## src/hw/rtl/fpa_pkg.sv

```systemverilog
// ----------------------------------------------------------------------------
// fpa_pkg - shared types and helpers for the fixed-point ALU
// Opcodes, error codes, the control word that travels down the pipe and the
// limit and saturation helpers used at both ends of the divider.
// ----------------------------------------------------------------------------
package fpa_pkg;

	typedef enum logic [3:0] {
		OP_MUL     = 4'd0,
		OP_DIV     = 4'd1,
		OP_DIV_INT = 4'd2,
		OP_MOD     = 4'd3,
		OP_REM     = 4'd4,
		OP_FLOOR   = 4'd5,
		OP_CEIL    = 4'd6,
		OP_TRUNC   = 4'd7,
		OP_ROUND   = 4'd8,
		OP_ABS     = 4'd9,
		OP_SIGNUM  = 4'd10,
		OP_FPART   = 4'd11,
		OP_MAX_INT = 4'd12
	} op_t;

	typedef enum logic [1:0] {
		ERR_NONE = 2'd0,
		ERR_OVF  = 2'd1,
		ERR_DIV0 = 2'd2
	} err_t;

	// control word carried alongside the divider data
	typedef struct packed {
		op_t         op;
		logic        a_neg;
		logic        b_neg;
		logic        b_zero;
		logic [31:0] b_val;
		logic [31:0] early_res;
		err_t        early_err;
	} ctl_t;

	typedef struct packed {
		logic               ovf;
		logic signed [63:0] val;
	} chk_t;

	function automatic chk_t limit_check(input logic signed [63:0] v, input logic [30:0] lim);
		logic signed [63:0] l;
		chk_t c;
		l = signed'({33'd0, lim});
		c.ovf = 1'b0;
		c.val = v;
		if (v > l) begin
			c.ovf = 1'b1;
			c.val = l;
		end else if (v < -l) begin
			c.ovf = 1'b1;
			c.val = -l;
		end
		return c;
	endfunction

	function automatic chk_t sat_word(input logic signed [63:0] v, input logic signed [63:0] wmax);
		chk_t c;
		c.ovf = 1'b0;
		c.val = v;
		if (v > wmax) begin
			c.ovf = 1'b1;
			c.val = wmax;
		end else if (v < -wmax - 64'sd1) begin
			c.ovf = 1'b1;
			c.val = -wmax - 64'sd1;
		end
		return c;
	endfunction

endpackage

```

## src/hw/rtl/fpa_div_step.sv

```systemverilog
// ----------------------------------------------------------------------------
// fpa_div_step - one restoring division step
// Shifts one dividend bit into the partial remainder, subtracts the divisor
// when it fits and shifts the quotient bit in behind the dividend.
// ----------------------------------------------------------------------------
module fpa_div_step #(
	parameter int NB = 44
) (
	input  logic          clk,
	input  logic          arst_n,
	input  logic          en,
	input  logic          in_valid,
	input  fpa_pkg::ctl_t in_ctl,
	input  logic [31:0]   in_rem,
	input  logic [NB-1:0] in_dq,
	input  logic [31:0]   in_dvs,
	output logic          valid_s1,
	output fpa_pkg::ctl_t ctl_s1,
	output logic [31:0]   rem_s1,
	output logic [NB-1:0] dq_s1,
	output logic [31:0]   dvs_s1
);
	import fpa_pkg::*;

	logic [31:0] t;
	logic        ge;

	assign t  = {in_rem[30:0], in_dq[NB-1]};
	assign ge = (t >= in_dvs);

	always_ff @(posedge clk or negedge arst_n) begin
		if (!arst_n) begin
			valid_s1 <= 1'b0;
		end else if (en) begin
			valid_s1 <= in_valid;
		end
	end

	always_ff @(posedge clk) begin
		if (en) begin
			ctl_s1 <= in_ctl;
			rem_s1 <= ge ? (t - in_dvs) : t;
			dq_s1  <= {in_dq[NB-2:0], ge};
			dvs_s1 <= in_dvs;
		end
	end

endmodule

```

## config.mk

```make
export PLATFORM = sky130hd
export DESIGN_NAME = fpa_div_step
export DESIGN_NICKNAME = d
export VERILOG_FILES = /design/src/hw/rtl/fpa_pkg.sv /design/src/hw/rtl/fpa_div_step.sv
export SDC_FILE = /design/constraint.sdc
export NUM_CORES = 1
export LEC_CHECK = 0
export ABC_CLOCK_PERIOD_IN_PS = 800
export BUFFER_PORTS_ARGS = -buffer_cell sky130_fd_sc_hd__buf_2
export CORE_MARGIN = 2
export CORE_UTILIZATION = 40
export CTS_CLUSTER_SIZE = 10
export DETAILED_ROUTE_END_ITERATION = 6
export PLACE_DENSITY = 0.8
export REMOVE_ABC_BUFFERS = 1
export SLEW_MARGIN = 20
export SYNTH_ARGS = -nofsm -noshare
export SYNTH_HDL_FRONTEND = slang
export SYNTH_SLANG_ARGS = --single-unit
export TNS_END_PERCENT = 20
```

## constraint.sdc

```tcl
create_clock -name clk -period 0.8 [get_ports clk]
set_input_delay 0.16 -clock clk [delete_from_list [all_inputs] [get_ports clk]]
set_output_delay 0.16 -clock clk [all_outputs]
set_load 0.05 [all_outputs]
```

-- Word-level counts from Yosys, hierarchy flattened
Cells that the tools add are included.
- mux-type cells: 1
- magnitude comparators: 1
- $add $sub $neg: 1
- operators with widths (cell ; count):
    greater-or-equal comparator 32 bit ; 1
    two-way mux 32 bit ; 1
    subtractor 32 bit ; 1
- output and inout port bits: 182
- word-level logic and storage cells: 14
- bits in registers: 182
- bits of input ports: 185

-- Logic depth before layout (Yosys ltp)
- depth in word-level cells: 2
- depth in mapped cells: 12
- depth with buffers taken out: 11

-- Worst setup path before layout
OpenSTA, ideal clock, no wires.
- path kind: input to register
- from: input port in_dvs[17]
- to: register rem_s1[3], data pin
- path buffers: 1
- setup time: 0.262 ns
- required time: 0.538 ns
- stages: 10
- arrival: 2.097 ns
- path slack: -1.559 ns
- cell sequence: inv_1 > ha_1 > buf_2 > a21o_1 > a21o_1 > o21ba_2 > o41ai_2 > nand3_1 > o21ai_2 > mux2_1
- word-level cells in the longest chain between the ends: 2
- ends and longest elaborated chain (element ; RTL line ; text):
    from (decl) ; fpa_div_step.sv:16 ; input logic [31:0] in_dvs,
    greater-or-equal comparator 32 bit ; fpa_div_step.sv:29 ; assign ge = (t >= in_dvs);
    two-way mux 32 bit ; fpa_div_step.sv:42 ; rem_s1 <= ge ? (t - in_dvs) : t;
    to (signal assigned) ; fpa_div_step.sv:42 ;
    to (decl) ; fpa_div_step.sv:19 ; output logic [31:0] rem_s1,
Every way passes these cells.
A chain may end at the register's enable or synchronous reset.

-- Worst setup path after layout
- from: input port in_dvs[0]
- to: register rem_s1[3], data pin
- word-level cells in the longest chain between the ends: 2
- elaborated cells between the ends (all ways): 3
- classes of those cells: add/sub (1); order compare (1); mux (1)
- ends and longest elaborated chain (element ; RTL line):
    subtractor 32 bit or greater-or-equal comparator 32 bit (tied branches) ; fpa_div_step.sv:42, fpa_div_step.sv:29
    two-way mux 32 bit * ; fpa_div_step.sv:42
Mark *: on every way between the ends. The rest lies on a longest branch, timed or not.

==> results.cfg <==
[synthesis]
post-synth-top-area-fraction = 0.7075
synth.avg_cell_area_um2 = 14.28
largest_area_contributor_in_the_synthesized_netlist = sky130_fd_sc_hd__edfxtp_1
yosys_register_bits = 182
async_reset_ff_frac = 0.005495
post_synth_inst_count = 538
synth.distinct_cells = 52
number_of_enable_type_register_cells_in_the_synthesized_netlist = 181
post_synthesis_cell_area_um2 = 7682
synth_ff_type = sky130_fd_sc_hd__edfxtp_1
synth_sequential_area_ratio = 0.7107
synth.top_cells.by_area = sky130_fd_sc_hd__edfxtp_1 (71%), sky130_fd_sc_hd__ha_1 (5.2%), sky130_fd_sc_hd__o21ai_0 (2.8%)
yosys_warnings = 0

[die]
initial_utilization = 0.4093
placeableCoreArea_um2 = 18770
floorplan.io_pins = 367
die-area_um2 = 20330
die_w_um = 142.6
fp.dieH_um = 142.6
fp-row-count = 50

[power_and_ir_drop]
cellInternalPower_mw = 20.35
netSwitchingPower_mw = 10.74
swShare = 0.3453
power.ir.vdd_worst_v = 0.001478
power_frac_clock = 0.287
power.static_leakage_nw = 6.537
power.share.combinational = 0.325
pwr_per_cell_area_nw_per_um2 = 2084
seq_power_share = 0.387

[timing]
grt_setup_unrepaired = yes
slew_headroom = 0.7203
finalSetupViolations = 216
clock-skew-final_ns = 0
timing.setup.tns_ns = -108.60
period_needed_ns = 2.111
slew_violations = 0
timing_worst_slew_pin_value_ns = 0.4151
final_min_period_over_clock_period = 2.638
fmax_ghz = 0.4738
final-hold-violation-count = 0
fin_ws_ns = -1.311

[critical_path]
worst-endpoint-required_ns = 0.97
cp.depth = 12
cp-start-kind = primary input
cp.buffers_inverters = 3
worst-path-max-fanout = 7
r2r_cells = 1
worst-endpoint-arrival_ns = 2.29
crit_path_category = primary input to flop
endpoint_kind = flop
slowest_stage = sky130_fd_sc_hd__fa_2
worst_path_dominant_cell_family = compound AO/OA/AOI/OAI gates
critical_path.max_stage_delay_ns = 0.38
critical_path_cell_list = buf_8 -> ha_4 -> fa_2 -> nor2b_4 -> o2111ai_4 -> a31oi_1 -> buf_4 -> nor2_4 -> a21oi_4 -> o21ai_4 -> buf_12 -> mux2_4

[global_routing]
wire_length_of_the_first_global_routing_pass_um = 45440
grt_overflow_total = 0
grt_util_all_layers = 0.3049
number_of_antenna_violations_at_the_first_check_in_global_routing = 7
maximum_number_of_pins_on_one_net_before_global_route_repair = 50
first_global_vias = 7917

[outcome]
failing_checks = negative setup slack
run_status = finished, violations left

[place]
dp.final_hpwl_um = 19180
dp.cells = 1255
post-place-ws_ns = -1.894
portBuffers = 365
finalWeightedCongestion = 0.8777

[layout]
num-nets-final = 1421
area_delta_synth_final_pct = 94.23
drive_gt1_frac = 0.5280
final_util = 0.7951
top_library_cells_by_usage_in_the_layout_fill_and_taps_aside = sky130_fd_sc_hd__buf_6 (188), sky130_fd_sc_hd__edfxtp_1 (181), sky130_fd_sc_hd__buf_2 (179)
final_cell_count_no_fill = 1457
layout.cells.most_common = sky130_fd_sc_hd__buf_6

[route]
average_via_count_per_standard_cell = 5.267
routed_wirelength_um = 32880
antenna_left = 0
detailroute.via_count = 7674
drt_pass1_iterations = 5
detail_route.wl_per_cell_um = 22.57
dr.first_iter.drc_count = 558
residual_drc_count = 0

[clocking]
cts_tree = yes
clkLatencyLatePin_ns = 0.43
cts_sinks = 182
clock_tree.root_cell = sky130_fd_sc_hd__clkbuf_16
clock_tree.buffer_depth = 2
cts_htree_levels = 4
clkSlewWorstSetupHoldPaths_ns = 0.07
tritoncts.num_buffers = 17

[worst_hold_path]
class_of_the_most_critical_hold_timing_path = primary input to flop
min_path_cells = 2

[flow_run]
max-cap-violations = 0
## cell usage after synthesis (2+ instances only)
cell type	instances
sky130_fd_sc_hd__a211oi_1	4
sky130_fd_sc_hd__a21boi_0	3
sky130_fd_sc_hd__a21o_1	10
sky130_fd_sc_hd__a21oi_1	23
sky130_fd_sc_hd__a31oi_1	9
sky130_fd_sc_hd__and2_1	2
sky130_fd_sc_hd__and3_1	8
sky130_fd_sc_hd__buf_2	6
sky130_fd_sc_hd__buf_4	3
sky130_fd_sc_hd__clkbuf_1	4
sky130_fd_sc_hd__edfxtp_1	181
sky130_fd_sc_hd__ha_1	32
sky130_fd_sc_hd__inv_1	41
sky130_fd_sc_hd__nand2_1	51
sky130_fd_sc_hd__nand2b_1	3
sky130_fd_sc_hd__nand3_1	7
sky130_fd_sc_hd__nand4_1	7
sky130_fd_sc_hd__nor2_1	20
sky130_fd_sc_hd__nor2b_1	4
sky130_fd_sc_hd__nor3_1	7
sky130_fd_sc_hd__o211ai_1	6
sky130_fd_sc_hd__o21a_1	2
sky130_fd_sc_hd__o21ai_0	43
sky130_fd_sc_hd__o21ai_1	2
sky130_fd_sc_hd__o21bai_1	4
sky130_fd_sc_hd__o31ai_1	5
sky130_fd_sc_hd__or3_1	3
sky130_fd_sc_hd__xnor2_1	14
sky130_fd_sc_hd__xor2_1	11
## logic make-up after synthesis
| logic type | Yosys count | share of synthesized area |
|---|---|---|
| xor gates and xnor gates | 25 | 0.02850 |
| AOI/OAI and AO/OA | 124 | 0.1020 |
| muxes | 3 | 0.004234 |
| adders and majority gates | 33 | 0.05472 |
| and+or+nand+nor | 117 | 0.07101 |
| DFF | 182 | 0.7107 |
| buffers and inverters | 54 | 0.02883 |
## layer usage
layer,global-route usage,up-vias,routed length (um),part of all wire
met5,0,-,0,0
met4,0.1907,0,1973,0.060
met3,0.09051,142,2592,0.079
met2,0.5496,466,17360,0.53
met1,0.3073,3702,10960,0.33
li1,-,3364,-,-
## stage by stage
| step | power [mW] | hold WS [ns] | area [um2] |
|---|---|---|---|
| global placement | 18.99 | -0.05898 | 10810 |
| floorplan | 16.38 | -0.1356 | 7615 |
| global route | 32.02 | 0.03216 | 14920 |
| CTS | 29.94 | 0.005170 | 14360 |
| detailed placement | 19.13 | -0.06065 | 10810 |
| finish | 31.09 | 0.04220 | 14920 |
## sequential cells by signal, indices dropped and copies added (netlist names)
name,cells
ctl_s1,73
dq_s1,44
dvs_s1,32
rem_s1,32
valid_s1,1
## power by group through the flow
stage	combinational [mW]	clock, mW	sequential [mW]
after floorplan	1.46	0	14.9
after global placement	7.10	0	11.9
after detailed placement	7.21	0	11.9
after global routing	10.5	9.41	12.1
final	10.1	8.94	12.0
after CTS	9.14	8.86	11.9
## layout make-up
cell class              instances  area (um2)
diodes                          7       17.52
clock buffers                  17       425.4
clock inverters                15       206.4
fillers                       981        3846
inverters                      41       158.9
multi-input cells             302        2554
flip-flops and latches        182        5460
well taps                     234       292.8
repair buffers                659        5807
## path summary, 6_finish.rpt
kind | slack (ns) | to | from
min | 0.04 | dvs_s1[1] | in_dvs[1]
max | -1.31 | rem_s1[3] | in_dvs[0]
min reg2reg | 0.62 | valid_s1 | valid_s1
min in group asynchronous | 0.09 | valid_s1 | arst_n
max reg2reg | -0.02 | valid_s1 | valid_s1
max in group asynchronous | 0.61 | valid_s1 | arst_n
## what timing repair did
action	in CTS	in global routing
cloned	0	3
hold buffers	148	0
pin swaps	28	36
setup endpoints to repair	215	216
gates resized for setup	439	106
endpoints found under the hold margin	148	0
setup buffers	7	5
No activity file was read; power rests on OpenSTA's default activity.
