[config.mk]
export PLATFORM = sky130hd
export DESIGN_NAME = fpa_front
export DESIGN_NICKNAME = d
export VERILOG_FILES = /design/src/hw/rtl/fpa_pkg.sv /design/src/hw/rtl/fpa_front.sv
export SDC_FILE = /design/constraint.sdc
export NUM_CORES = 2
export LEC_CHECK = 0
export BUFFER_PORTS_ARGS = -buffer_cell sky130_fd_sc_hd__buf_4
export CAP_MARGIN = 30
export CORE_UTILIZATION = 55
export CTS_CLUSTER_SIZE = 28
export DETAILED_ROUTE_END_ITERATION = 12
export PLACE_DENSITY = 0.72
export SKIP_CTS_REPAIR_TIMING = 1
export SYNTH_ARGS = -nofsm -noshare
export SYNTH_HDL_FRONTEND = slang
export SYNTH_SLANG_ARGS = --single-unit
[constraint.sdc]
create_clock -name clk -period 7.9 [get_ports clk]
set_input_delay 1.185 -clock clk [delete_from_list [all_inputs] [get_ports clk]]
set_output_delay 1.185 -clock clk [all_outputs]
set_load 0.01 [all_outputs]
[src/hw/rtl/fpa_pkg.sv]
// ----------------------------------------------------------------------------
// fpa_pkg - shared types and helpers for the fixed-point ALU
// Opcodes, error codes, the control word that travels down the pipe and the
// limit and saturation helpers used at both ends of the divider.
// ----------------------------------------------------------------------------
package fpa_pkg;

	typedef enum logic [3:0] {
		OP_MUL     = 4'd0,
		OP_DIV     = 4'd1,
		OP_DIV_INT = 4'd2,
		OP_MOD     = 4'd3,
		OP_REM     = 4'd4,
		OP_FLOOR   = 4'd5,
		OP_CEIL    = 4'd6,
		OP_TRUNC   = 4'd7,
		OP_ROUND   = 4'd8,
		OP_ABS     = 4'd9,
		OP_SIGNUM  = 4'd10,
		OP_FPART   = 4'd11,
		OP_MAX_INT = 4'd12
	} op_t;

	typedef enum logic [1:0] {
		ERR_NONE = 2'd0,
		ERR_OVF  = 2'd1,
		ERR_DIV0 = 2'd2
	} err_t;

	// control word carried alongside the divider data
	typedef struct packed {
		op_t         op;
		logic        a_neg;
		logic        b_neg;
		logic        b_zero;
		logic [31:0] b_val;
		logic [31:0] early_res;
		err_t        early_err;
	} ctl_t;

	typedef struct packed {
		logic               ovf;
		logic signed [63:0] val;
	} chk_t;

	function automatic chk_t limit_check(input logic signed [63:0] v, input logic [30:0] lim);
		logic signed [63:0] l;
		chk_t c;
		l = signed'({33'd0, lim});
		c.ovf = 1'b0;
		c.val = v;
		if (v > l) begin
			c.ovf = 1'b1;
			c.val = l;
		end else if (v < -l) begin
			c.ovf = 1'b1;
			c.val = -l;
		end
		return c;
	endfunction

	function automatic chk_t sat_word(input logic signed [63:0] v, input logic signed [63:0] wmax);
		chk_t c;
		c.ovf = 1'b0;
		c.val = v;
		if (v > wmax) begin
			c.ovf = 1'b1;
			c.val = wmax;
		end else if (v < -wmax - 64'sd1) begin
			c.ovf = 1'b1;
			c.val = -wmax - 64'sd1;
		end
		return c;
	endfunction

endpackage

[src/hw/rtl/fpa_front.sv]
// ----------------------------------------------------------------------------
// fpa_front - operand preparation and operations that need no divider
// Stage 1 takes magnitudes, builds the dividend and registers the product.
// Stage 2 finishes every operation that does not need the divider.
// ----------------------------------------------------------------------------
module fpa_front #(
	parameter int FRAC_BITS  = 12,
	parameter int DATA_WIDTH = 32
) (
	input  logic                 clk,
	input  logic                 arst_n,
	input  logic                 en,
	input  logic                 in_valid,
	input  logic [3:0]           opcode,
	input  logic [31:0]          operand_a,
	input  logic [31:0]          operand_b,
	input  logic [30:0]          limit,
	output logic                 valid_s2,
	output fpa_pkg::ctl_t        ctl_s2,
	output logic [32+FRAC_BITS-1:0] dq_s2,
	output logic [31:0]          dvs_s2
);
	import fpa_pkg::*;

	localparam int NB = 32 + FRAC_BITS;
	localparam int WB = (DATA_WIDTH < 32) ? DATA_WIDTH : 32;
	localparam logic signed [63:0] WMAX = (64'sd1 <<< (WB - 1)) - 64'sd1;
	localparam logic signed [63:0] ONE  = 64'sd1 <<< FRAC_BITS;
	localparam logic signed [63:0] HALF = 64'sd1 <<< (FRAC_BITS - 1);

	logic               valid_s1;
	op_t                op_s1;
	logic [31:0]        a_s1, b_s1;
	logic signed [63:0] prod_s1;
	logic [NB-1:0]      dividend_s1;
	logic [31:0]        divisor_s1;

	logic [31:0]        a_mag, b_mag;
	logic               is_div;

	logic signed [63:0] a64, b64, fl, ce, tr, v;
	chk_t               lc, sc;
	logic               lovf;

	assign a_mag  = operand_a[31] ? (32'd0 - operand_a) : operand_a;
	assign b_mag  = operand_b[31] ? (32'd0 - operand_b) : operand_b;
	assign is_div = (op_t'(opcode) == OP_DIV);

	always_ff @(posedge clk or negedge arst_n) begin
		if (!arst_n) begin
			valid_s1 <= 1'b0;
		end else if (en) begin
			valid_s1 <= in_valid;
		end
	end

	always_ff @(posedge clk) begin
		if (en) begin
			op_s1      <= op_t'(opcode);
			a_s1       <= operand_a;
			b_s1       <= operand_b;
			prod_s1    <= signed'(operand_a) * signed'(operand_b);
			dividend_s1 <= is_div ? {a_mag, {FRAC_BITS{1'b0}}}
			                      : {{FRAC_BITS{1'b0}}, a_mag};
			divisor_s1 <= b_mag;
		end
	end

	// operations that do not need the divider
	always_comb begin
		a64  = 64'(signed'(a_s1));
		b64  = 64'(signed'(b_s1));
		fl   = a64 >>> FRAC_BITS;
		ce   = fl + 64'(|a_s1[FRAC_BITS-1:0]);
		tr   = a_s1[31] ? ce : fl;
		v    = '0;
		lovf = 1'b0;
		lc   = limit_check(prod_s1 >>> FRAC_BITS, limit);
		case (op_s1)
			OP_MUL: begin
				v    = lc.val;
				lovf = lc.ovf;
			end
			OP_FLOOR:   v = fl;
			OP_CEIL:    v = ce;
			OP_TRUNC:   v = tr;
			OP_ROUND:   v = (a64 + HALF) >>> FRAC_BITS;
			OP_ABS:     v = a_s1[31] ? -a64 : a64;
			OP_SIGNUM:  v = a_s1[31] ? -ONE : ((a_s1 != 32'd0) ? ONE : 64'sd0);
			OP_FPART:   v = a64 - (tr <<< FRAC_BITS);
			OP_MAX_INT: v = (a64 < (b64 <<< FRAC_BITS)) ? (b64 <<< FRAC_BITS) : a64;
			default:    v = '0;
		endcase
		sc = sat_word(v, WMAX);
	end

	always_ff @(posedge clk or negedge arst_n) begin
		if (!arst_n) begin
			valid_s2 <= 1'b0;
		end else if (en) begin
			valid_s2 <= valid_s1;
		end
	end

	always_ff @(posedge clk) begin
		if (en) begin
			ctl_s2.op        <= op_s1;
			ctl_s2.a_neg     <= a_s1[31];
			ctl_s2.b_neg     <= b_s1[31];
			ctl_s2.b_zero    <= (b_s1 == 32'd0);
			ctl_s2.b_val     <= b_s1;
			ctl_s2.early_res <= sc.val[31:0];
			ctl_s2.early_err <= (lovf || sc.ovf) ? ERR_OVF : ERR_NONE;
			dq_s2            <= dividend_s1;
			dvs_s2           <= divisor_s1;
		end
	end

endmodule

# After elaboration in Yosys (flattened, before gate mapping)
# Cells that the tools add are included.
# W data, S select, Z words.
[word_totals]
regBits = 359
inputBits = 103
output_inout_bits = 150
[op_classes]
n_addsub = 7
mul = 1
order_cmp = 5
eq_ne = 9
n_mux = 15
reduce_logical = 5
[op_table]
columns = ["cell", "n"]
rows = [
  ["$pmux W64 S9", 1],
  ["$mux W65", 4],
  ["$mux W64", 4],
  ["$gt A64 B32 Y1 const B", 1],
  ["$lt A52 B64 Y1", 1],
  ["$lt A64 B32 Y1 const B", 1],
  ["$mul A32 B32 Y64", 1],
  ["$mux W32", 2],
  ["$neg A31 Y64", 1],
  ["$neg A32 Y64", 1],
  ["$sub A1 B32 Y32 const A", 2],
  ["$sub A32 B64 Y64", 1],
  ["$gt A52 B32 Y1", 1],
  ["$lt A32 B44 Y1", 1],
  ["$add A32 B13 Y33 const B", 1],
  ["$logic_not A32 Y1", 1],
  ["$reduce_bool A32 Y1", 1],
  ["$mux W31", 1],
  ["$add A20 B2 Y21", 1],
  ["$eq A4 B4 Y1 const B", 5],
  ["$mux W13", 1],
  ["$eq A4 B3 Y1 const B", 3],
  ["$reduce_or A12 Y1", 1],
  ["$eq A4 B1 Y1 const B", 1],
  ["other kinds (3)", 4],
]

# Depth between registers and ports, before layout
[depth]
depth_word = 10
mapped_depth = 33
mapped_depth_nobuf = 31

# Worst setup path after synthesis
# OpenSTA, ideal clock, no wires.
[synth_path]
path_kind = "in2reg"
startpoint = "input port operand_a[31]"
endpoint = "register prod_s1[62], data pin"
arrival_ps = 9482
setup_slack_ps = -1840
stages = 26
path_buffers = 3
cell_sequence = "clkbuf_1 > clkbuf_1 > buf_1 > nand2_1 > inv_1 > fa_1 > fa_1 > inv_1 > fa_1 > inv_1 > fa_1 > fa_1 > fa_1 > fa_1 > fa_1 > ha_1 > a21o_1 > a21oi_1 > o21ai_0 > o21ai_0 > nand2b_1 > o31a_1 > a41o_1 > a311o_1 > a21oi_1 > xnor2_1"
[synth_between]
elab_chain_cells = 1
[synth_rtl]
columns = ["element", "line", "rtl"]
rows = [
  ["from (decl)", "fpa_front.sv:15", "input logic [31:0] operand_a,"],
  ["$mul A32 B32 Y64", "fpa_front.sv:62", "prod_s1 <= signed'(operand_a) * signed'(operand_b);"],
  ["to (signal assigned)", "fpa_front.sv:62", ""],
  ["to (decl)", "fpa_front.sv:34", "logic signed [63:0] prod_s1;"],
]
# No other way between the ends.
# A chain may end at the register's enable or synchronous reset.

# Final worst setup path
[layout_path]
startpoint = "input port operand_a[11]"
endpoint = "register prod_s1[62], data pin"
# Same word-level chain as after synthesis.

==> flow_summary.toml <==
[final_layout]
layoutNonFillerInstCount = 7729
fillCellCount = 7969
layout-drive-gt1-share_pct = 16.5
area_growth_pct = 17.7
nNetsFinal = 7857
fin_area_mm2 = 0.0656

[grt]
grtUsageMet3_pct = 6.82
antenna_found_initial = 10
grt_max_degree = 146
first_global_vias = 46400
grt_pass1_wl_um = 278000
grt_util_all_layers_pct = 36.3
busiest_layer = "met2"
met2_usage_pct = 58.4
use_met1_pct = 46.3
grt_remaining_overflow = 0

[clock_tree]
insertion_delay_ns = 0.60
cts_tree = "yes"
max-clock-path-buffers = 3
numCtsBuffers = 37
cts.clk_slew.worst_paths_ns = 0.06
htree_levels = 2
numClockSinks = 343
clockRootBuffer = "clkbuf_16"

[synthesis]
async_flop_share_pct = 0.583
synth.distinct_cells = 82
synth_fp_nets = 7326
ys.flop_type = "edfxtp_1"
synth_edf_count = 341
yosysWarnings = 0
ys_ff_latch = 343
seq_area_frac_synth_pct = 18.5
synth_cells = 5810
syn_area_mm2 = 0.0557
syn_avg_cell_area_um2 = 9.59

[route]
drt-initial-drc-count = 4142
via_per_inst = 5.75
drcViolationCount = 0
wl_um = 184000
vias = 44500
routedWlPerCell_um = 23.8
ant_nets = 0
drtPass1Iterations = 7

[floorplan]
start_util_pct = 55.6
core_mm2 = 0.100
chipWidth_um = 320
io_pins = 253
chipHeight_um = 320
rows = 116
die-area_mm2 = 0.103

[placement]
place_area_mm2 = 0.0627
numPortBuffers = 251
dp_hpwl_um = 150000
dp_cells = 7611
routabilityCongestion = 1.01

[timing]
min_period_ns = 8.28
min_period_over_period_pct = 105
relSlewSlack_pct = 25.9
hold_viol = 0
finalMaxSlewViolations = 0
tightest_slew_ns = 1.10
setup_viol = 9
fmax_mhz = 121
whs_ns = 0.364
rsz0062_at_grt = "yes"
setup_slack_ns = -0.384
finClkSkew_ns = 0.0239

[critical_path]
cp_max_fo = 6
crit_start = "operand_a[11]"
crit_path_start_kind = "primary input"
critical_path_class = "primary input to register"
setup.worst_path.end_class = "register"
reg2reg_from = "a_s1[0]"
required_ns = 8.24
r2r_slack_ns = 0.86
worstPathArrival_ns = 8.62

[run]
cap_violations = 0

[min_path]
hp-class = "primary input to async pin"

[status]
violations = "negative setup slack"
outcome = "finished with violations"
-- cell usage in the layout, fill, tap and decap left out, types with 27 or more instances in the layout --
master,count
fa_1,1057
nand4_1,49
inv_1,1147
xor2_1,61
and2_1,259
edfxtp_1,341
nand2_1,861
buf_6,40
nor3_1,79
ha_1,316
a21o_1,63
nor2_1,179
a21oi_1,143
buf_12,51
nand2b_1,47
mux2i_1,40
o31ai_1,27
o21ai_0,144
nor4_1,28
buf_4,703
nand3_1,63
clkbuf_16,42
xnor2_1,124
-- layout make-up --
cell class | count | area, µm² | area share [%]
clock inverter | 26 | 392 | 0.597
timing repair buffer | 837 | 7610 | 11.6
antenna | 4 | 10.0 | 0.0153
multi-input combinational | 3959 | 40300 | 61.4
clock buffer | 40 | 937 | 1.43
sequential | 343 | 10300 | 15.7
inverter | 1163 | 4370 | 6.66
tap | 1357 | 1700 | 2.59
-- synth_stat cells, drive strengths merged, types with 47 or more instances --
library cell / count / share of area, %
o21ai: 162 / 1.5
nand4: 49 / 0.55
a21oi: 154 / 1.4
fa: 1082 / 39
nand2b: 47 / 0.53
nand2: 874 / 5.9
clkbuf: 311 / 2.1
inv: 1163 / 7.8
xnor2: 128 / 2.0
xor2: 63 / 0.99
and2: 262 / 2.9
edfxtp: 341 / 18
ha: 331 / 7.4
a21o: 64 / 0.86
nor2: 183 / 1.2
nand3: 63 / 0.57
nor3: 82 / 0.75
-- per-layer routing --
metal  wire (µm)  part of all wire, %  vias up
met4       12400                  6.7        6
met2       86600                   47     2244
met5          56                0.030        -
met1       68200                   37    22500
met3       17000                  9.2      559
li1            -                    -    19100
-- path summary, 6_finish.rpt --
check | end | cells past startpoint
worst max register to register | ctl_s2[7] | 25
worst max-delay path | prod_s1[62] | 27
max in group asynchronous | valid_s1 | 1
min in group clk | dq_s2[13] | 0
worst min register to register | dq_s2[13] | 0
worst min-delay path | valid_s2 | 1
-- through the flow --
| stage | TNS (ns) | util, % | worst slack [ns] |
|---|---|---|---|
| 2_1_floorplan | -5.01 | - | -0.602 |
| 3_3_place_gp | -22.57 | 62.5 | -1.07 |
| 3_5_place_dp | -25.77 | 62.5 | -1.13 |
| 4_1_cts | -4.98 | 63.8 | -0.529 |
| 5_1_grt | -3.94 | 65.4 | -0.558 |
| 6_report | -1.67 | 65.4 | -0.384 |
-- cell families (layout without fill, tap and decap cells) --
| kind of cell | after synthesis | after routing | synth area share (%) |
|---|---|---|---|
| and+or+nand+nor | 1706 | 1706 | 14.2 |
| buffers and inverters | 1508 | 2066 | 10.2 |
| adders and majority gates | 1413 | 1413 | 46.3 |
| AOI/OAI and AO/OA | 602 | 602 | 6.94 |
| DFF | 343 | 343 | 18.5 |
| xor gates and xnor gates | 191 | 191 | 3.00 |
| muxes | 46 | 46 | 0.840 |
| other | 1 | 5 | 0.00673 |
-- state kept, by name, summed over array words and instances, names as in the netlist --
| name | cells |
|---|---|
| a_s1 | 32 |
| dq_s2 | 44 |
| op_s1 | 4 |
| valid_s2 | 1 |
| prod_s1 | 52 |
| valid_s1 | 1 |
| dvs_s2 | 31 |
| ctl_s2 | 71 |
| dividend_s1 | 44 |
| divisor_s1 | 31 |
| b_s1 | 32 |
-- critical path: stages --
cell and delay (ns):
buf_16 0.14, buf_12 0.13, nand2_1 0.06, fa_1 0.48
inv_1 0.05, fa_1 0.49, fa_1 0.55, fa_1 0.44
fa_1 0.54, inv_2 0.05, fa_1 0.56, fa_1 0.44
fa_1 0.50, inv_1 0.08, ha_4 0.22, a21oi_1 0.16
o211ai_1 0.25, nor3_2 0.26, o311ai_4 0.18, a21o_1 0.25
a21oi_2 0.18, o2111ai_2 0.17, o31a_1 0.33, a41o_2 0.26
a311o_1 0.37, a21oi_2 0.19, xnor2_1 0.09
Power is not shown: default switching activity piles up to over one toggle a cycle in this logic, so the estimate is an artifact.
