`src/hw/rtl/fpa_pkg.sv`:
```
// ----------------------------------------------------------------------------
// fpa_pkg - shared types and helpers for the fixed-point ALU
// Opcodes, error codes, the control word that travels down the pipe and the
// limit and saturation helpers used at both ends of the divider.
// ----------------------------------------------------------------------------
package fpa_pkg;

	typedef enum logic [3:0] {
		OP_MUL     = 4'd0,
		OP_DIV     = 4'd1,
		OP_DIV_INT = 4'd2,
		OP_MOD     = 4'd3,
		OP_REM     = 4'd4,
		OP_FLOOR   = 4'd5,
		OP_CEIL    = 4'd6,
		OP_TRUNC   = 4'd7,
		OP_ROUND   = 4'd8,
		OP_ABS     = 4'd9,
		OP_SIGNUM  = 4'd10,
		OP_FPART   = 4'd11,
		OP_MAX_INT = 4'd12
	} op_t;

	typedef enum logic [1:0] {
		ERR_NONE = 2'd0,
		ERR_OVF  = 2'd1,
		ERR_DIV0 = 2'd2
	} err_t;

	// control word carried alongside the divider data
	typedef struct packed {
		op_t         op;
		logic        a_neg;
		logic        b_neg;
		logic        b_zero;
		logic [31:0] b_val;
		logic [31:0] early_res;
		err_t        early_err;
	} ctl_t;

	typedef struct packed {
		logic               ovf;
		logic signed [63:0] val;
	} chk_t;

	function automatic chk_t limit_check(input logic signed [63:0] v, input logic [30:0] lim);
		logic signed [63:0] l;
		chk_t c;
		l = signed'({33'd0, lim});
		c.ovf = 1'b0;
		c.val = v;
		if (v > l) begin
			c.ovf = 1'b1;
			c.val = l;
		end else if (v < -l) begin
			c.ovf = 1'b1;
			c.val = -l;
		end
		return c;
	endfunction

	function automatic chk_t sat_word(input logic signed [63:0] v, input logic signed [63:0] wmax);
		chk_t c;
		c.ovf = 1'b0;
		c.val = v;
		if (v > wmax) begin
			c.ovf = 1'b1;
			c.val = wmax;
		end else if (v < -wmax - 64'sd1) begin
			c.ovf = 1'b1;
			c.val = -wmax - 64'sd1;
		end
		return c;
	endfunction

endpackage

```
`src/hw/rtl/fpa_back.sv`:
```
// ----------------------------------------------------------------------------
// fpa_back - sign restore, limit check and result selection
// Stage p signs quotient and remainder; for divider ops the output stage
// saturates the word and limits OP_DIV; other ops take the early result.
// ----------------------------------------------------------------------------
module fpa_back #(
	parameter int FRAC_BITS  = 12,
	parameter int DATA_WIDTH = 32
) (
	input  logic                    clk,
	input  logic                    arst_n,
	input  logic                    en,
	input  logic                    in_valid,
	input  fpa_pkg::ctl_t           in_ctl,
	input  logic [31:0]             in_rem,
	input  logic [32+FRAC_BITS-1:0] in_q,
	input  logic [30:0]             limit,
	output logic                    out_valid,
	output logic [31:0]             out_res,
	output logic [1:0]              out_err
);
	import fpa_pkg::*;

	localparam int NB = 32 + FRAC_BITS;
	localparam int WB = (DATA_WIDTH < 32) ? DATA_WIDTH : 32;
	localparam logic signed [63:0] WMAX = (64'sd1 <<< (WB - 1)) - 64'sd1;

	logic               valid_sp;
	ctl_t               ctl_sp;
	logic signed [63:0] val_sp;

	logic signed [63:0] qs, rs, vp;
	chk_t               lc, sc;
	logic signed [63:0] res_c;
	err_t               err_c;

	always_comb begin
		qs = signed'({{(64-NB){1'b0}}, in_q});
		qs = (in_ctl.a_neg ^ in_ctl.b_neg) ? -qs : qs;
		rs = signed'({32'd0, in_rem});
		rs = in_ctl.a_neg ? -rs : rs;
		case (in_ctl.op)
			OP_MOD: vp = ((rs != 64'sd0) && (in_ctl.a_neg != in_ctl.b_neg))
			             ? rs + 64'(signed'(in_ctl.b_val)) : rs;
			OP_REM: vp = rs;
			default: vp = qs;
		endcase
	end

	always_ff @(posedge clk or negedge arst_n) begin
		if (!arst_n) begin
			valid_sp <= 1'b0;
		end else if (en) begin
			valid_sp <= in_valid;
		end
	end

	always_ff @(posedge clk) begin
		if (en) begin
			ctl_sp <= in_ctl;
			val_sp <= vp;
		end
	end

	always_comb begin
		lc = limit_check(val_sp, limit);
		sc = sat_word((ctl_sp.op == OP_DIV) ? lc.val : val_sp, WMAX);
		res_c = '0;
		err_c = ERR_NONE;
		case (ctl_sp.op)
			OP_DIV, OP_DIV_INT, OP_MOD, OP_REM: begin
				if (ctl_sp.b_zero) begin
					res_c = '0;
					err_c = ERR_DIV0;
				end else begin
					res_c = sc.val;
					err_c = (sc.ovf || ((ctl_sp.op == OP_DIV) && lc.ovf)) ? ERR_OVF : ERR_NONE;
				end
			end
			default: begin
				res_c = 64'(signed'(ctl_sp.early_res));
				err_c = ctl_sp.early_err;
			end
		endcase
	end

	always_ff @(posedge clk or negedge arst_n) begin
		if (!arst_n) begin
			out_valid <= 1'b0;
		end else if (en) begin
			out_valid <= valid_sp;
		end
	end

	always_ff @(posedge clk) begin
		if (en) begin
			out_res <= res_c[31:0];
			out_err <= err_c;
		end
	end

endmodule
```
`config.mk`:
```
export PLATFORM = sky130hd
export DESIGN_NAME = fpa_back
export DESIGN_NICKNAME = d
export VERILOG_FILES = /design/src/hw/rtl/fpa_pkg.sv /design/src/hw/rtl/fpa_back.sv
export SDC_FILE = /design/constraint.sdc
export NUM_CORES = 1
export LEC_CHECK = 0
export BUFFER_PORTS_ARGS = -buffer_cell sky130_fd_sc_hd__buf_4
export CAP_MARGIN = 20
export CORE_MARGIN = 8
export CORE_UTILIZATION = 25
export CTS_CLUSTER_DIAMETER = 200
export DETAILED_ROUTE_END_ITERATION = 10
export PLACE_DENSITY = 0.54
export SYNTH_ARGS = -nofsm -noshare
export SYNTH_HDL_FRONTEND = slang
export SYNTH_SLANG_ARGS = --single-unit
```
`constraint.sdc`:
```
create_clock -name clk -period 3.91 [get_ports clk]
set_clock_uncertainty 0.2 [all_clocks]
set_input_delay 0.391 -clock clk [delete_from_list [all_inputs] [get_ports clk]]
set_output_delay 0.391 -clock clk [all_outputs]
set_load 0.02 [all_outputs]
```
Word level (Yosys, flattened, before mapping)

Cells that the tools add are included.

Register bits after elaboration: 139
Input port bits: 184
Logic and storage cells: 44

Add/subtract/negate cells: 4
Order comparisons: 4
Equality and inequality tests: 7
Mux-type cells: 14
Bitwise logic cells: 1
Reductions and logical operators: 5

Operator list:

| operator                                                                           | count |
|---|---|
| 65-bit two-way mux                                                                 | 4 |
| 64-bit two-way mux                                                                 | 4 |
| 64-bit case mux with 2 select lines                                                | 1 |
| 64-bit by 32-bit adder with 64-bit output                                          | 1 |
| 64-bit by 32-bit greater-than comparator with 1-bit output                         | 1 |
| 64-bit by 32-bit greater-than comparator with 1-bit output (second input constant) | 1 |
| 64-bit by 32-bit less-than comparator with 1-bit output (second input constant)    | 1 |
| 64-bit less-than comparator                                                        | 1 |
| 32-bit two-way mux                                                                 | 2 |
| 31-bit negator with 64-bit output                                                  | 1 |
| 32-bit negator with 64-bit output                                                  | 1 |
| 44-bit negator with 64-bit output                                                  | 1 |
| 64-bit nonzero test                                                                | 1 |
| 4-bit by 2-bit equality test with 1-bit output (second input constant)             | 3 |
| 4-bit by 3-bit equality test with 1-bit output (second input constant)             | 2 |
| 4-bit by 1-bit equality test with 1-bit output (second input constant)             | 1 |
| 2-bit two-way mux                                                                  | 2 |
| 4-bit OR reduction                                                                 | 1 |
| 1-bit logical AND                                                                  | 2 |
| 1-bit logical OR                                                                   | 1 |
| 1-bit two-way mux                                                                  | 1 |
| 1-bit != test                                                                      | 1 |
| 1-bit XOR                                                                          | 1 |

Logic depth before layout (Yosys ltp)

Gate-level depths: netlist of the first run.

Word-level depth: 12
Gate-level depth with buffers: 25
Mapped depth without buffers: 21

Worst setup path before layout of the first run

Ideal clock, no wire load.

Path type: input port to flip-flop
Start point: in in_rem[26]
End point: reg val_sp[62] (data pin)
Library setup time: 0.268 ns
Arrival: 5.440 ns
Data required time: 3.442 ns
Path slack: -1.998 ns
Stages: 19
Path buffers: 3
Path through: clkbuf_1 > or4_1 > or4_1 > or3_1 > clkbuf_1 > clkbuf_1 > o21a_1 > ha_1 > a21o_1 > a21o_1 > a21o_1 > a221o_1 > a311o_1 > a2111oi_0 > o21ai_0 > a31oi_1 > o21ai_0 > xnor2_1 > o21ai_0

Word-level cells in the longest chain between the ends: 6
Elaborated cells on any way between the ends: 7
Classes of those cells: 2 x add/sub; 3 x mux; 2 x reduce/logical

RTL lines:

| item                                                                                              | line           | RTL |
|---|---|---|
| from (decl)                                                                                       | fpa_back.sv:15 | `input logic [31:0] in_rem,` |
| 32-bit negator with 64-bit output                                                                 | fpa_back.sv:41 | `rs = in_ctl.a_neg ? -rs : rs;` |
| 64-bit two-way mux (*)                                                                            | fpa_back.sv:41 |  |
| parallel branches: the longest is 3 deep, another holds 64-bit by 32-bit adder with 64-bit output | -              |  |
| 64-bit case mux with 2 select lines (*)                                                           | fpa_back.sv:42 | `case (in_ctl.op)` |
| net vp[62]                                                                                        | fpa_back.sv:32 | `logic signed [63:0] qs, rs, vp;` |
| to (signal assigned)                                                                              | fpa_back.sv:61 | `val_sp <= vp;` |
| to (decl)                                                                                         | fpa_back.sv:30 | `logic signed [63:0] val_sp;` |

Mark *: on every way through the listed nets, which the timed path passes.
A chain may end at the register's enable or synchronous reset.

Final worst setup path of the first run

Start point: in limit[11]
End point: reg out_res[0] (data pin)

Word-level cells in the longest chain between the ends: 10
Elaborated cells on any way between the ends: 12
Classes of those cells: 1 x add/sub; 4 x order compare; 7 x mux

RTL lines:

| item                                                    | line                         | RTL |
|---|---|---|
| from (decl)                                             | fpa_back.sv:17               | `input logic [30:0] limit,` |
| 31-bit negator with 64-bit output                       | fpa_pkg.sv:55, fpa_pkg.sv:57 |  |
| 64-bit less-than comparator                             | fpa_pkg.sv:55                | `end else if (v < -l) begin` |
| 65-bit two-way mux                                      | fpa_pkg.sv:55                |  |
| 65-bit two-way mux (*)                                  | fpa_pkg.sv:52                | `if (v > l) begin` |
| 64-bit two-way mux (*)                                  | fpa_back.sv:67               | `sc = sat_word((ctl_sp.op == OP_DIV) ? lc.val : val_sp, WMAX);` |
| 64-bit by 32-bit less-than comparator with 1-bit output | fpa_pkg.sv:69                | `end else if (v < -wmax - 64'sd1) begin` |
| 65-bit two-way mux                                      | fpa_pkg.sv:69                |  |
| 65-bit two-way mux (*)                                  | fpa_pkg.sv:66                | `if (v > wmax) begin` |
| 32-bit two-way mux (*)                                  | fpa_back.sv:72               | `if (ctl_sp.b_zero) begin` |
| 32-bit two-way mux (*)                                  | fpa_back.sv:70               | `case (ctl_sp.op)` |
| net res_c[0]                                            | fpa_back.sv:34               | `logic signed [63:0] res_c;` |
| to (signal assigned)                                    | fpa_back.sv:97               | `out_res <= res_c[31:0];` |
| to (decl)                                               | fpa_back.sv:19               | `output logic [31:0] out_res,` |

Mark *: on every way through the listed nets, which the timed path passes. The rest lies on a longest branch.

==> results_dict.tcl, run 1 <==
set metrics [dict create \
    grt_ovf 0 \
    pwr-share-clk 0.210 \
    cts_tree "built" \
    worst_skew_pair.late_latency_ns 0.44 \
    final_net_count 2914 \
    powerDensity_mw_per_mm2 280 \
    finalCoreUtilization 0.419 \
    die_y_um 261 \
    post-route-drc-count 0 \
    fin_ws_ns -1.17 \
    cp-end-kind "flop" \
    critPathLaunchType "primary input" \
    total_clock_buffers_created_by_cts 17 \
    ys_seq_elements 139 \
    grt_pass1_vias 17400 \
    p_int_mw 4.38 \
    combinationalPowerShare 0.504 \
    final_design_area_no_fill_mm2 0.0251 \
    vias_per_cell 5.16 \
    syn_area_per_cell_um2 8.41 \
    clk_path_buf_depth 2 \
    design_power_total_mw 7.01 \
    dpl_cell_area_mm2 0.0217 \
    io_pins 219 \
    actual_slew_at_the_worst_max_slew_pin_ns 1.05 \
    gr-usage-all-layers 0.188 \
    synthArstFlopShare 0.0144 \
    clock.fmax_mhz 197 \
    synth_area_mm2 0.0150 \
    count_of_antenna_violating_nets_left_after_detailed_routing 0 \
    synth_compound_gate_area_share 0.268 \
    synth_flop_cell "sky130_fd_sc_hd__edfxtp_1" \
    share_of_synthesized_cell_area_in_and_or_nand_and_nor_gates 0.185 \
    criticalPathCategory "in -> reg" \
    synth-xor-area-share 0.0903 \
    unrepaired_setup_endpoints_after_global_routing "yes" \
    timing.final.crit_share 1.30 \
    port_buffers 218 \
    reg2reg_slack_ns -0.14 \
    number_of_slew_limit_violations_in_the_final_report 0 \
    drt_wl_total_um 66000 \
    htree_num_levels 4 \
    met2_length_um 29600 \
    grt_antenna_before_repair 2 \
    grt_first_pass_wirelength_um 101000 \
    p_leak_nw 10.7 \
    initial_cell_density_of_the_core 0.251 \
    layout-drive-gt1-share 0.423 \
    stdcell_count 3366 \
    muxShareOfSynthArea 0.00566 \
    violations "setup timing" \
    status "finished with violations" \
    p_sw_mw 2.62 \
    drt_first_iter_violations 1325 \
    die_w_um 261 \
    route.detailed.wl_per_inst_um 19.6 \
    cts.sinks 139 \
    finalSetupViolations 97 \
    area_delta_synth_final_pct 66.9 \
    switch_share 0.374 \
    maxSlewHeadroom 0.292 \
    synthesis.instances 1786 \
    clk_root_buffer_cell "sky130_fd_sc_hd__clkbuf_16" \
    placed_cells 3227 \
    placementRows 90 \
    min_clock_period_post_route_ns 5.08 \
    timing.critical_path.arrival_ns 5.07 \
    grt_max_degree 89 \
    detailroute.wirelength.met3_um 4570 \
    number_of_flops_mapped_to_enable_cells_by_yosys 137 \
    timing.critical_path.fanout_max 6 \
    yosys.area_share.adder 0.135 \
    floorplan.core_area_mm2 0.0599 \
    timing.hold.worst.class "in -> async" \
    ir_worst_vdd_uv 326 \
    data_required_critical_path_ns 3.90 \
    synth-seq-area-share 0.277 \
    met1Wirelength_um 30200 \
    placement.setup.worst_slack_ns -1.79 \
    clk_pin_slew_ns 0.06 \
    dieArea_mm2 0.0682 \
    routed.top_layer "met4" \
    synth.yosys.warnings 0 \
    sequentialPowerShare 0.286 \
    vias 17400 \
    final-hold-violation-count 0 \
    yosysUniqueCellTypes 81 \
    maxCapViolations 0 \
    detail_route.first_pass.iterations 7 \
    syn_nets 2132 \
    gp_congestion 0.957 \
    synth_top_family_by_area "compound AO/OA/AOI/OAI gates" \
    hpwlAfterDp_um 52800 \
]
[power groups by stage]
stage          clock network [mW]  logic (mW)  registers [mW]
2_1_floorplan                   0        1.47            2.02
3_3_place_gp                    0        2.88            2.03
3_5_place_dp                    0        2.91            2.03
4_1_cts                      1.50        3.25            2.00
5_1_grt                      1.57        3.81            2.02
6_report                     1.47        3.54            2.00
[path summary, 6_finish.rpt]
path | startpoint | to | depth (start not counted)
min reg2reg | valid_sp$_DFFE_PN0P_ | out_valid$_DFFE_PN0P_ | 1
min in group clk | in_q[0] | val_sp[0]$_DFFE_PP_ | 4
max in group asynchronous | arst_n | out_valid$_DFFE_PN0P_ | 2
max reg2reg | val_sp[14]$_DFFE_PP_ | out_res[19]$_DFFE_PP_ | 14
min | arst_n | valid_sp$_DFFE_PN0P_ | 2
max | limit[11] | out_res[0]$_DFFE_PP_ | 21
[metrics by stage]
step                      hold slack (ns)  TNS [ns]
after floorplan                    -0.105    -91.94
after global placement            -0.0277   -149.42
after detailed placement          -0.0249   -152.55
after CTS                          0.0488    -78.68
after global routing               0.0663    -95.30
final                              0.0861    -82.80
[registers in the layout (all words and copies together) (netlist names)]
| name | flops |
|---|---|
| valid_sp | 1 |
| ctl_sp | 39 |
| val_sp | 64 |
| out_err | 2 |
| out_res | 32 |
| out_valid | 1 |
[cell usage after synthesis, types with 6 or more instances]
cell type / instances / area, µm²
sky130_fd_sc_hd__nor4_1: 28 / 175
sky130_fd_sc_hd__o21ai_0: 108 / 541
sky130_fd_sc_hd__edfxtp_1: 137 / 4110
sky130_fd_sc_hd__o31a_1: 6 / 52.6
sky130_fd_sc_hd__xnor2_1: 104 / 911
sky130_fd_sc_hd__nand2b_1: 18 / 113
sky130_fd_sc_hd__clkbuf_1: 62 / 233
sky130_fd_sc_hd__a22oi_1: 26 / 195
sky130_fd_sc_hd__a21oi_1: 214 / 1070
sky130_fd_sc_hd__ha_1: 161 / 2010
sky130_fd_sc_hd__nand2_1: 122 / 458
sky130_fd_sc_hd__nand4_1: 43 / 269
sky130_fd_sc_hd__a31oi_1: 24 / 150
sky130_fd_sc_hd__nor3b_1: 7 / 52.6
sky130_fd_sc_hd__xor2_1: 51 / 447
sky130_fd_sc_hd__and3_1: 24 / 150
sky130_fd_sc_hd__nor2_1: 134 / 503
sky130_fd_sc_hd__o41ai_1: 9 / 78.8
sky130_fd_sc_hd__or2_2: 8 / 50.1
sky130_fd_sc_hd__or3_1: 23 / 144
sky130_fd_sc_hd__a211oi_1: 12 / 90.1
sky130_fd_sc_hd__nand3_1: 33 / 165
sky130_fd_sc_hd__a21o_1: 53 / 398
sky130_fd_sc_hd__o221ai_1: 18 / 158
sky130_fd_sc_hd__o22ai_1: 13 / 81.3
sky130_fd_sc_hd__nor2b_1: 12 / 75.1
sky130_fd_sc_hd__o21bai_1: 10 / 75.1
sky130_fd_sc_hd__o31ai_1: 29 / 218
sky130_fd_sc_hd__o21a_1: 45 / 338
sky130_fd_sc_hd__nor3_1: 40 / 200
sky130_fd_sc_hd__or4_1: 12 / 90.1
sky130_fd_sc_hd__inv_1: 71 / 267
sky130_fd_sc_hd__o211ai_1: 14 / 105
[timing repair]
item / CTS / global route
cloned: 9 / 1
buffers inserted: 43 / 22
setup endpoints to repair: 97 / 97
gates resized for setup: 215 / 147
hold buffers: 41 / 0
hold endpoints to repair: 42 / 0
pin swaps: 107 / 81
[cell families (layout without fill, tap and decap cells)]
logic type,count (synthesis),after routing
multiplexers,8,8
buffers and inverters,148,943
XOR/XNOR,155,155
other,0,3
AND/OR/NAND/NOR,542,542
adder cells (fa/ha/maj),162,162
flip-flops,139,139
AO/OA/AOI/OAI,632,632
[final cells by class]
cell class / instances / area, µm²
tap: 782 / 978
timing repair buffer: 838 / 6930
clock buffer: 19 / 433
clock inverter: 13 / 97.6
sequential: 139 / 4160
multi-input combinational: 1499 / 12200
antenna: 3 / 7.51
fill: 5886 / 34800
inverter: 73 / 303
[cell usage in the layout, fill, tap and decap left out, drive strengths merged, types with 24 or more instances in the layout]
cell	n
buf	796
a21oi	214
ha	161
edfxtp	137
nor2	135
nand2	124
o21ai	113
xnor2	104
inv	73
a21o	53
xor2	51
o21a	45
nand4	43
dlygate4sd3	41
nor3	40
nand3	34
o31ai	29
nor4	28
a22oi	26
a31oi	25
and3	24
[critical path, stage by stage]
cell	delay (ns)
sky130_fd_sc_hd__buf_6	0.10
sky130_fd_sc_hd__nor4_4	0.32
sky130_fd_sc_hd__nand4_1	0.18
sky130_fd_sc_hd__or2_4	0.29
sky130_fd_sc_hd__or4_4	0.59
sky130_fd_sc_hd__nor4_4	0.24
sky130_fd_sc_hd__xnor2_2	0.14
sky130_fd_sc_hd__ha_1	0.30
sky130_fd_sc_hd__nand4_1	0.19
sky130_fd_sc_hd__or4_4	0.55
sky130_fd_sc_hd__a2111oi_4	0.22
sky130_fd_sc_hd__a21oi_2	0.11
sky130_fd_sc_hd__o211a_4	0.26
sky130_fd_sc_hd__buf_6	0.13
sky130_fd_sc_hd__o21ai_4	0.19
sky130_fd_sc_hd__a2bb2oi_4	0.09
sky130_fd_sc_hd__buf_6	0.13
sky130_fd_sc_hd__a21o_4	0.26
sky130_fd_sc_hd__clkbuf_16	0.21
sky130_fd_sc_hd__a21oi_4	0.12
sky130_fd_sc_hd__nor2_1	0.05
[routing by layer]
layer  up-vias  track usage
met2       596        0.301
met1      8282        0.259
li1       8393            -
met5         -            0
met3        84       0.0305
met4         0       0.0511
Note: power is estimated with default switching activity, not from simulation.
==> run 2, diff against run 1 <==
--- a/config.mk
+++ b/config.mk
@@ -11,7 +11,8 @@
 export CORE_UTILIZATION = 25
 export CTS_CLUSTER_DIAMETER = 200
 export DETAILED_ROUTE_END_ITERATION = 10
-export PLACE_DENSITY = 0.54
+export PLACE_DENSITY = 0.52
+export RECOVER_POWER = 100
 export SYNTH_ARGS = -nofsm -noshare
 export SYNTH_HDL_FRONTEND = slang
 export SYNTH_SLANG_ARGS = --single-unit
==> constraint.sdc (replaced) <==
create_clock -name clk -period 4.75 [get_ports clk]
set_clock_uncertainty 0.2 [all_clocks]
set_input_delay 0.475 -clock clk [delete_from_list [all_inputs] [get_ports clk]]
set_output_delay 0.475 -clock clk [all_outputs]
set_load 0.02 [all_outputs]
==> run 2 against run 1 <==
  * The run ends with capacitance limit, slew limit, setup timing left
  * Critical path depth down 1
  * Sequential share of layout area up 1.6 points
  * Core utilization decreased by 3.7 points
  * Worst setup slack better by 0.81 ns
  * Cell count is 4.8% lower
  * Combinational power down 29%
  * Non-clock buffer count is 162 lower
  * Worst hold slack got worse by 0.039 ns
  * Die area did not move
  * Power down 22%
  * Sequential cell count stayed put
  * Largest power group unchanged
  * Highest routed layer unchanged
==> results_dict.tcl, run 2 (synthesized netlist as in run 1, its figures left out) <==
set metrics [dict create \
    io_pins 219 \
    timing.final.crit_share 1.08 \
    route.detailed.wl_per_inst_um 19.8 \
    crit_chain "buf_8 > nor4_4 > nand4_1 > or2_4 > or4_4 > nor3_4 > xnor2_1 > ha_1 > nand4_1 > or4_4 > a2111oi_4 > a21oi_2 > o211a_4 > buf_6 > mux2i_2 > o22ai_2 > a21o_4 > clkbuf_16 > a21oi_2 > nor2_1" \
    timing.hold.worst.class "in -> reg" \
    vias 16600 \
    leading_cell_types_in_the_layout_fill_and_taps_excluded "sky130_fd_sc_hd__buf_4 (535), sky130_fd_sc_hd__a21oi_1 (170), sky130_fd_sc_hd__ha_1 (155), sky130_fd_sc_hd__edfxtp_1 (137), sky130_fd_sc_hd__nor2_1 (132)" \
    grt_antenna_before_repair 2 \
    layout-drive-gt1-share 0.342 \
    drt_wl_total_um 63500 \
    final-hold-violation-count 0 \
    number_of_slew_limit_violations_in_the_final_report 122 \
    finalCoreUtilization 0.381 \
    gr-usage-all-layers 0.179 \
    reg.largest.list "val_sp: 64 flops, ctl_sp: 39 flops, out_res: 32 flops" \
    htree_num_levels 4 \
    status "finished with violations" \
    initial_cell_density_of_the_core 0.251 \
    switch_share 0.367 \
    port_buffers 218 \
    design_power_total_mw 5.49 \
    grt_max_degree 87 \
    worst_r2r_path_depth 11 \
    cpPeakStageDelay_ns 0.57 \
    grt_pass1_vias 16500 \
    floorplan.core_area_mm2 0.0599 \
    cts.sinks 139 \
    worstSetupEndpoint "out_res[30]$_DFFE_PP_" \
    fin_ws_ns -0.363 \
    maxSlewHeadroom -0.486 \
    combinationalPowerShare 0.458 \
    timing.critical_path.fanout_max 6 \
    grt_first_pass_wirelength_um 96100 \
    clk_pin_slew_ns 0.06 \
    cts_tree "built" \
    actual_slew_at_the_worst_max_slew_pin_ns 2.23 \
    die_y_um 261 \
    p_sw_mw 2.01 \
    detail_route.first_pass.iterations 8 \
    final_common_cell "sky130_fd_sc_hd__buf_4" \
    clk_path_buf_depth 2 \
    dpl_cell_area_mm2 0.0207 \
    worst_setup_path_startpoint "limit[8]" \
    vias_per_cell 5.19 \
    grt_ovf 0 \
    final_design_area_no_fill_mm2 0.0228 \
    sequentialPowerShare 0.302 \
    maxCapViolations 2 \
    p_leak_nw 9.66 \
    criticalPathCategory "in -> reg" \
    worst_skew_pair.late_latency_ns 0.44 \
    reg2reg_slack_ns 0.33 \
    count_of_antenna_violating_nets_left_after_detailed_routing 0 \
    gp_congestion 0.914 \
    clk_root_buffer_cell "sky130_fd_sc_hd__clkbuf_16" \
    data_required_critical_path_ns 4.73 \
    largest_reg_flops 64 \
    final_net_count 2752 \
    drt_first_iter_violations 1112 \
    post-route-drc-count 0 \
    violations "capacitance limit, slew limit, setup timing" \
    critPathLaunchType "primary input" \
    powerDensity_mw_per_mm2 240 \
    worstReg2RegEnd "out_err[0]$_DFFE_PP_" \
    hpwlAfterDp_um 51300 \
    p_int_mw 3.48 \
    unrepaired_setup_endpoints_after_global_routing "yes" \
    placementRows 90 \
    clock.fmax_mhz 196 \
    die_w_um 261 \
    timing.critical_path.arrival_ns 5.10 \
    pwr-share-clk 0.240 \
    ir_worst_vdd_uv 259 \
    reg2reg_from "val_sp[62]$_DFFE_PP_" \
    largest_register "val_sp" \
    min_clock_period_post_route_ns 5.11 \
    dieArea_mm2 0.0682 \
    total_clock_buffers_created_by_cts 17 \
    cp-end-kind "flop" \
    crit_path_top_delay_cell "sky130_fd_sc_hd__or4_4" \
    finalSetupViolations 53 \
    area_delta_synth_final_pct 51.9 \
]
## run 2: changes by cell type in the layout (fill, tap and decap cells not counted), sizes merged
cell,delta
buf,-230
bufbuf,+1
bufinv,+2
clkbuf,+77
clkinv,-2
clkinvlp,-1
dlygate4sd3,-11
inv,+1
## run 2: power by group through the flow
stage               Sequential, mW  Clock [mW]  Combinational, mW
finish                        1.66        1.32               2.51
global route                  1.67        1.39               2.73
detailed placement            1.68           0               2.27
global placement              1.68           0               2.25
floorplan                     1.67           0               1.21
CTS                           1.65        1.35               2.41
## run 2: final cells by class
type                    count  area (µm²)
clock buffers              18         429
multi-input cells        1499       11600
flip-flops and latches    139        4160
inverters                  73         283
repair buffers            676        5260
diodes                      3        7.51
well taps                 782         978
clock inverters            13         145
fillers                  6091       37100
## run 2: per-layer routing
metal | GRT usage | vias to the layer above | part of all wire
met5 | 0 | - | 0
met4 | 0.0517 | 0 | 0.023
met3 | 0.0270 | 78 | 0.062
met2 | 0.281 | 534 | 0.43
met1 | 0.253 | 7936 | 0.48
li1 | - | 8064 | -
## run 2: timing repair
item,in CTS,in global routing
endpoints found under the hold margin,31,0
resized for setup,98,94
pin swaps,68,74
gates cloned,3,1
setup endpoints to repair,97,85
hold buffers,30,0
buffers inserted,20,15
## run 2: stage by stage
stage	setup slack, ns	std cells	TNS [ns]	hold WS, ns
final	-0.363	3203	-12.45	0.0471
after global routing	-0.527	3202	-25.98	0.0301
after CTS	-0.277	3186	-10.35	0.00137
after detailed placement	-1.14	3102	-80.92	0.0595
after global placement	-1.05	3102	-76.47	0.0561
after floorplan	-0.556	1786	-19.21	-0.0206
## run 2: how the worst min path moves through the flow
stage,start,end,slack (ns),cells after the start
4_1_cts,in_ctl[11],ctl_sp[11]$_DFFE_PP_,0.001,1
3_3_place_gp,arst_n,out_valid$_DFFE_PN0P_,0.06,1
3_5_place_dp,arst_n,out_valid$_DFFE_PN0P_,0.06,1
5_1_grt,in_ctl[11],ctl_sp[11]$_DFFE_PP_,0.03,1
2_1_floorplan,arst_n,out_valid$_DFFE_PN0P_,-0.02,0
6_report,in_ctl[11],ctl_sp[11]$_DFFE_PP_,0.05,1
## run 2: worst max-delay path: cells and delay by family
kind / cells / cell delay [ns]
and+or+nand+nor: 8 / 2.41
AOI/OAI and AO/OA: 6 / 1.20
buffers and inverters: 3 / 0.41
adders and majority gates: 1 / 0.32
muxes: 1 / 0.17
xor gates and xnor gates: 1 / 0.09
==> run 3, diff against run 2 <==
--- a/config.mk
+++ b/config.mk
@@ -8,10 +8,11 @@
 export BUFFER_PORTS_ARGS = -buffer_cell sky130_fd_sc_hd__buf_4
 export CAP_MARGIN = 20
 export CORE_MARGIN = 8
-export CORE_UTILIZATION = 25
+export CORE_UTILIZATION = 45
 export CTS_CLUSTER_DIAMETER = 200
+export CTS_CLUSTER_SIZE = 40
 export DETAILED_ROUTE_END_ITERATION = 10
-export PLACE_DENSITY = 0.52
+export PLACE_DENSITY = 0.76
 export RECOVER_POWER = 100
 export SYNTH_ARGS = -nofsm -noshare
 export SYNTH_HDL_FRONTEND = slang
==> run 3 against run 2 <==
  * The run still ends with capacitance limit, slew limit, setup timing left
  * Highest routed layer unchanged
  * Routed wire length is 2.2% lower
  * Via count is 4.3% higher
  * Clock power is 7% higher
  * Non-clock buffer count is 5 higher
  * Critical endpoint is now val_sp[59]$_DFFE_PP_
==> results_dict.tcl, run 3 (synthesized netlist as in run 1, its figures left out) <==
set metrics [dict create \
    dpl_cell_area_mm2 0.0203 \
    final_design_area_no_fill_mm2 0.0227 \
    post-route-drc-count 0 \
    placementRows 67 \
    vias 17300 \
    ir_worst_vdd_uv 294 \
    die_w_um 199 \
    pwr-share-clk 0.248 \
    critical_path.top_delay_family "simple AND/OR/NAND/NOR gates" \
    critPathLaunchType "primary input" \
    grt_ovf 0 \
    clock.fmax_mhz 194 \
    actual_slew_at_the_worst_max_slew_pin_ns 2.41 \
    violations "capacitance limit, slew limit, setup timing" \
    layout-drive-gt1-share 0.356 \
    clk_pin_slew_ns 0.07 \
    die_y_um 199 \
    switch_share 0.375 \
    crit_top_cell "sky130_fd_sc_hd__buf_6" \
    total_clock_buffers_created_by_cts 17 \
    unrepaired_setup_endpoints_after_global_routing "yes" \
    route.detailed.wl_per_inst_um 21.6 \
    drt_wl_total_um 62100 \
    grt_antenna_before_repair 0 \
    port_buffers 218 \
    largest_register "val_sp" \
    final_net_count 2758 \
    final_common_cell "sky130_fd_sc_hd__buf_4" \
    p_leak_nw 9.72 \
    worst_skew_pair.late_latency_ns 0.45 \
    timing.hold.worst.class "in -> reg" \
    number_of_slew_limit_violations_in_the_final_report 142 \
    count_of_antenna_violating_nets_left_after_detailed_routing 0 \
    stdcell_count 2873 \
    final.fill_count 2636 \
    final-hold-violation-count 0 \
    largest_reg_flops 64 \
    timing.critical_path.arrival_ns 5.14 \
    timing.critical_path.fanout_max 4 \
    leading_cell_types_in_the_layout_fill_and_taps_excluded "sky130_fd_sc_hd__buf_4 (525), sky130_fd_sc_hd__a21oi_1 (163), sky130_fd_sc_hd__ha_1 (156), sky130_fd_sc_hd__edfxtp_1 (137), sky130_fd_sc_hd__nor2_1 (123)" \
    gr-usage-all-layers 0.294 \
    final-seq-area_mm2 0.00416 \
    critical_path_buf_inv_count 5 \
    detail_route.first_pass.iterations 5 \
    io_pins 219 \
    initial_cell_density_of_the_core 0.453 \
    cpPeakStageDelay_ns 0.56 \
    grt_pass1_vias 17100 \
    criticalPathCategory "in -> reg" \
    data_required_critical_path_ns 4.74 \
    worstReg2RegEnd "out_res[3]$_DFFE_PP_" \
    maxCapViolations 2 \
    worst_r2r_path_depth 13 \
    hold_slack_ns 0.0410 \
    cts_tree "built" \
    cts.sinks 139 \
    reg2reg_from "val_sp[62]$_DFFE_PP_" \
    timing.final.crit_share 1.08 \
    crit_path_top_delay_cell "sky130_fd_sc_hd__or4b_4" \
    combinationalPowerShare 0.458 \
    crit_chain "buf_6 > or4_4 > buf_6 > nor4b_4 > buf_4 > nand4_1 > o41ai_2 > xnor2_1 > ha_1 > nand4_1 > or4b_4 > o21ai_4 > nor3_4 > buf_4 > buf_6 > o32ai_4 > a21bo_2 > a21oi_4 > o31ai_2 > xor2_1 > a21o_1" \
    clk_path_buf_depth 2 \
    maxSlewHeadroom -0.609 \
    status "finished with violations" \
    area_delta_synth_final_pct 51.1 \
    clk_root_buffer_cell "sky130_fd_sc_hd__clkbuf_16" \
    reg2reg_slack_ns 0.10 \
    grt_first_pass_wirelength_um 92100 \
    grt_max_degree 96 \
    htree_num_levels 4 \
    vias_per_cell 6.03 \
    multiInputGateArea_mm2 0.0117 \
    p_int_mw 3.54 \
    drt_first_iter_violations 1819 \
    placement.setup.worst_slack_ns -0.947 \
    reg.largest.list "val_sp: 64 flops, ctl_sp: 39 flops, out_res: 32 flops" \
    worst_setup_path_startpoint "in_rem[3]" \
    gp_congestion 1.04 \
    design_power_total_mw 5.67 \
    finalSetupViolations 53 \
    powerDensity_mw_per_mm2 250 \
    cp.depth 21 \
    floorplan.core_area_mm2 0.0332 \
    final_antenna_diode_count 0 \
    cp-end-kind "flop" \
    sequentialPowerShare 0.294 \
    p_sw_mw 2.12 \
    hold_path_startpoint "in_ctl[0]" \
    placed_cells 2754 \
    fin_ws_ns -0.400 \
    worstSetupEndpoint "val_sp[59]$_DFFE_PP_" \
    hpwlAfterDp_um 46300 \
    dieArea_mm2 0.0395 \
    min_clock_period_post_route_ns 5.15 \
]
-- run 3: layout make-up --
| cell class | count | share of cell area |
|---|---|---|
| Clock buffer | 17 | 0.0187 |
| Clock inverter | 15 | 0.00799 |
| Inverter | 73 | 0.0127 |
| Multi-Input combinational cell | 1500 | 0.515 |
| Sequential cell | 139 | 0.183 |
| Tap cell | 448 | 0.0247 |
| Timing Repair Buffer | 681 | 0.238 |
-- run 3: timing repair --
action | CTS | global route
pin swaps | 41 | 86
hold buffers | 21 | 1
gates cloned | 1 | 7
hold endpoints to repair | 22 | 1
gates resized for setup | 75 | 166
buffers inserted | 42 | 29
endpoints found under the setup margin | 65 | 96
-- run 3: metal layers --
metal  GRT usage  routed length [µm]
met2       0.477               28500
met3      0.0477                5230
met5           0                   0
met4      0.0977                1790
met1       0.394               26600
-- run 3: how the worst min path moves through the flow --
stage / slack, ns / to / depth (start not counted)
floorplan: -0.02 / out_valid$_DFFE_PN0P_ / 0
global placement: 0.06 / valid_sp$_DFFE_PN0P_ / 1
detailed placement: 0.06 / out_valid$_DFFE_PN0P_ / 1
CTS: 0.0003 / ctl_sp[19]$_DFFE_PP_ / 1
global route: 0.02 / ctl_sp[4]$_DFFE_PP_ / 1
finish: 0.04 / ctl_sp[0]$_DFFE_PP_ / 1
-- run 3: metrics by stage --
| stage | TNS [ns] | utilization |
|---|---|---|
| global route | -17.42 | 0.684 |
| global placement | -61.65 | 0.610 |
| detailed placement | -63.15 | 0.611 |
| floorplan | -19.21 | - |
| finish | -13.07 | 0.684 |
| CTS | -6.58 | 0.656 |
-- run 3: power groups by stage --
stage | clock network [mW] | registers, mW | logic, mW
floorplan | 0 | 1.67 | 1.21
global placement | 0 | 1.67 | 2.18
detailed placement | 0 | 1.67 | 2.22
CTS | 1.39 | 1.65 | 2.35
global route | 1.46 | 1.68 | 2.78
finish | 1.41 | 1.66 | 2.60
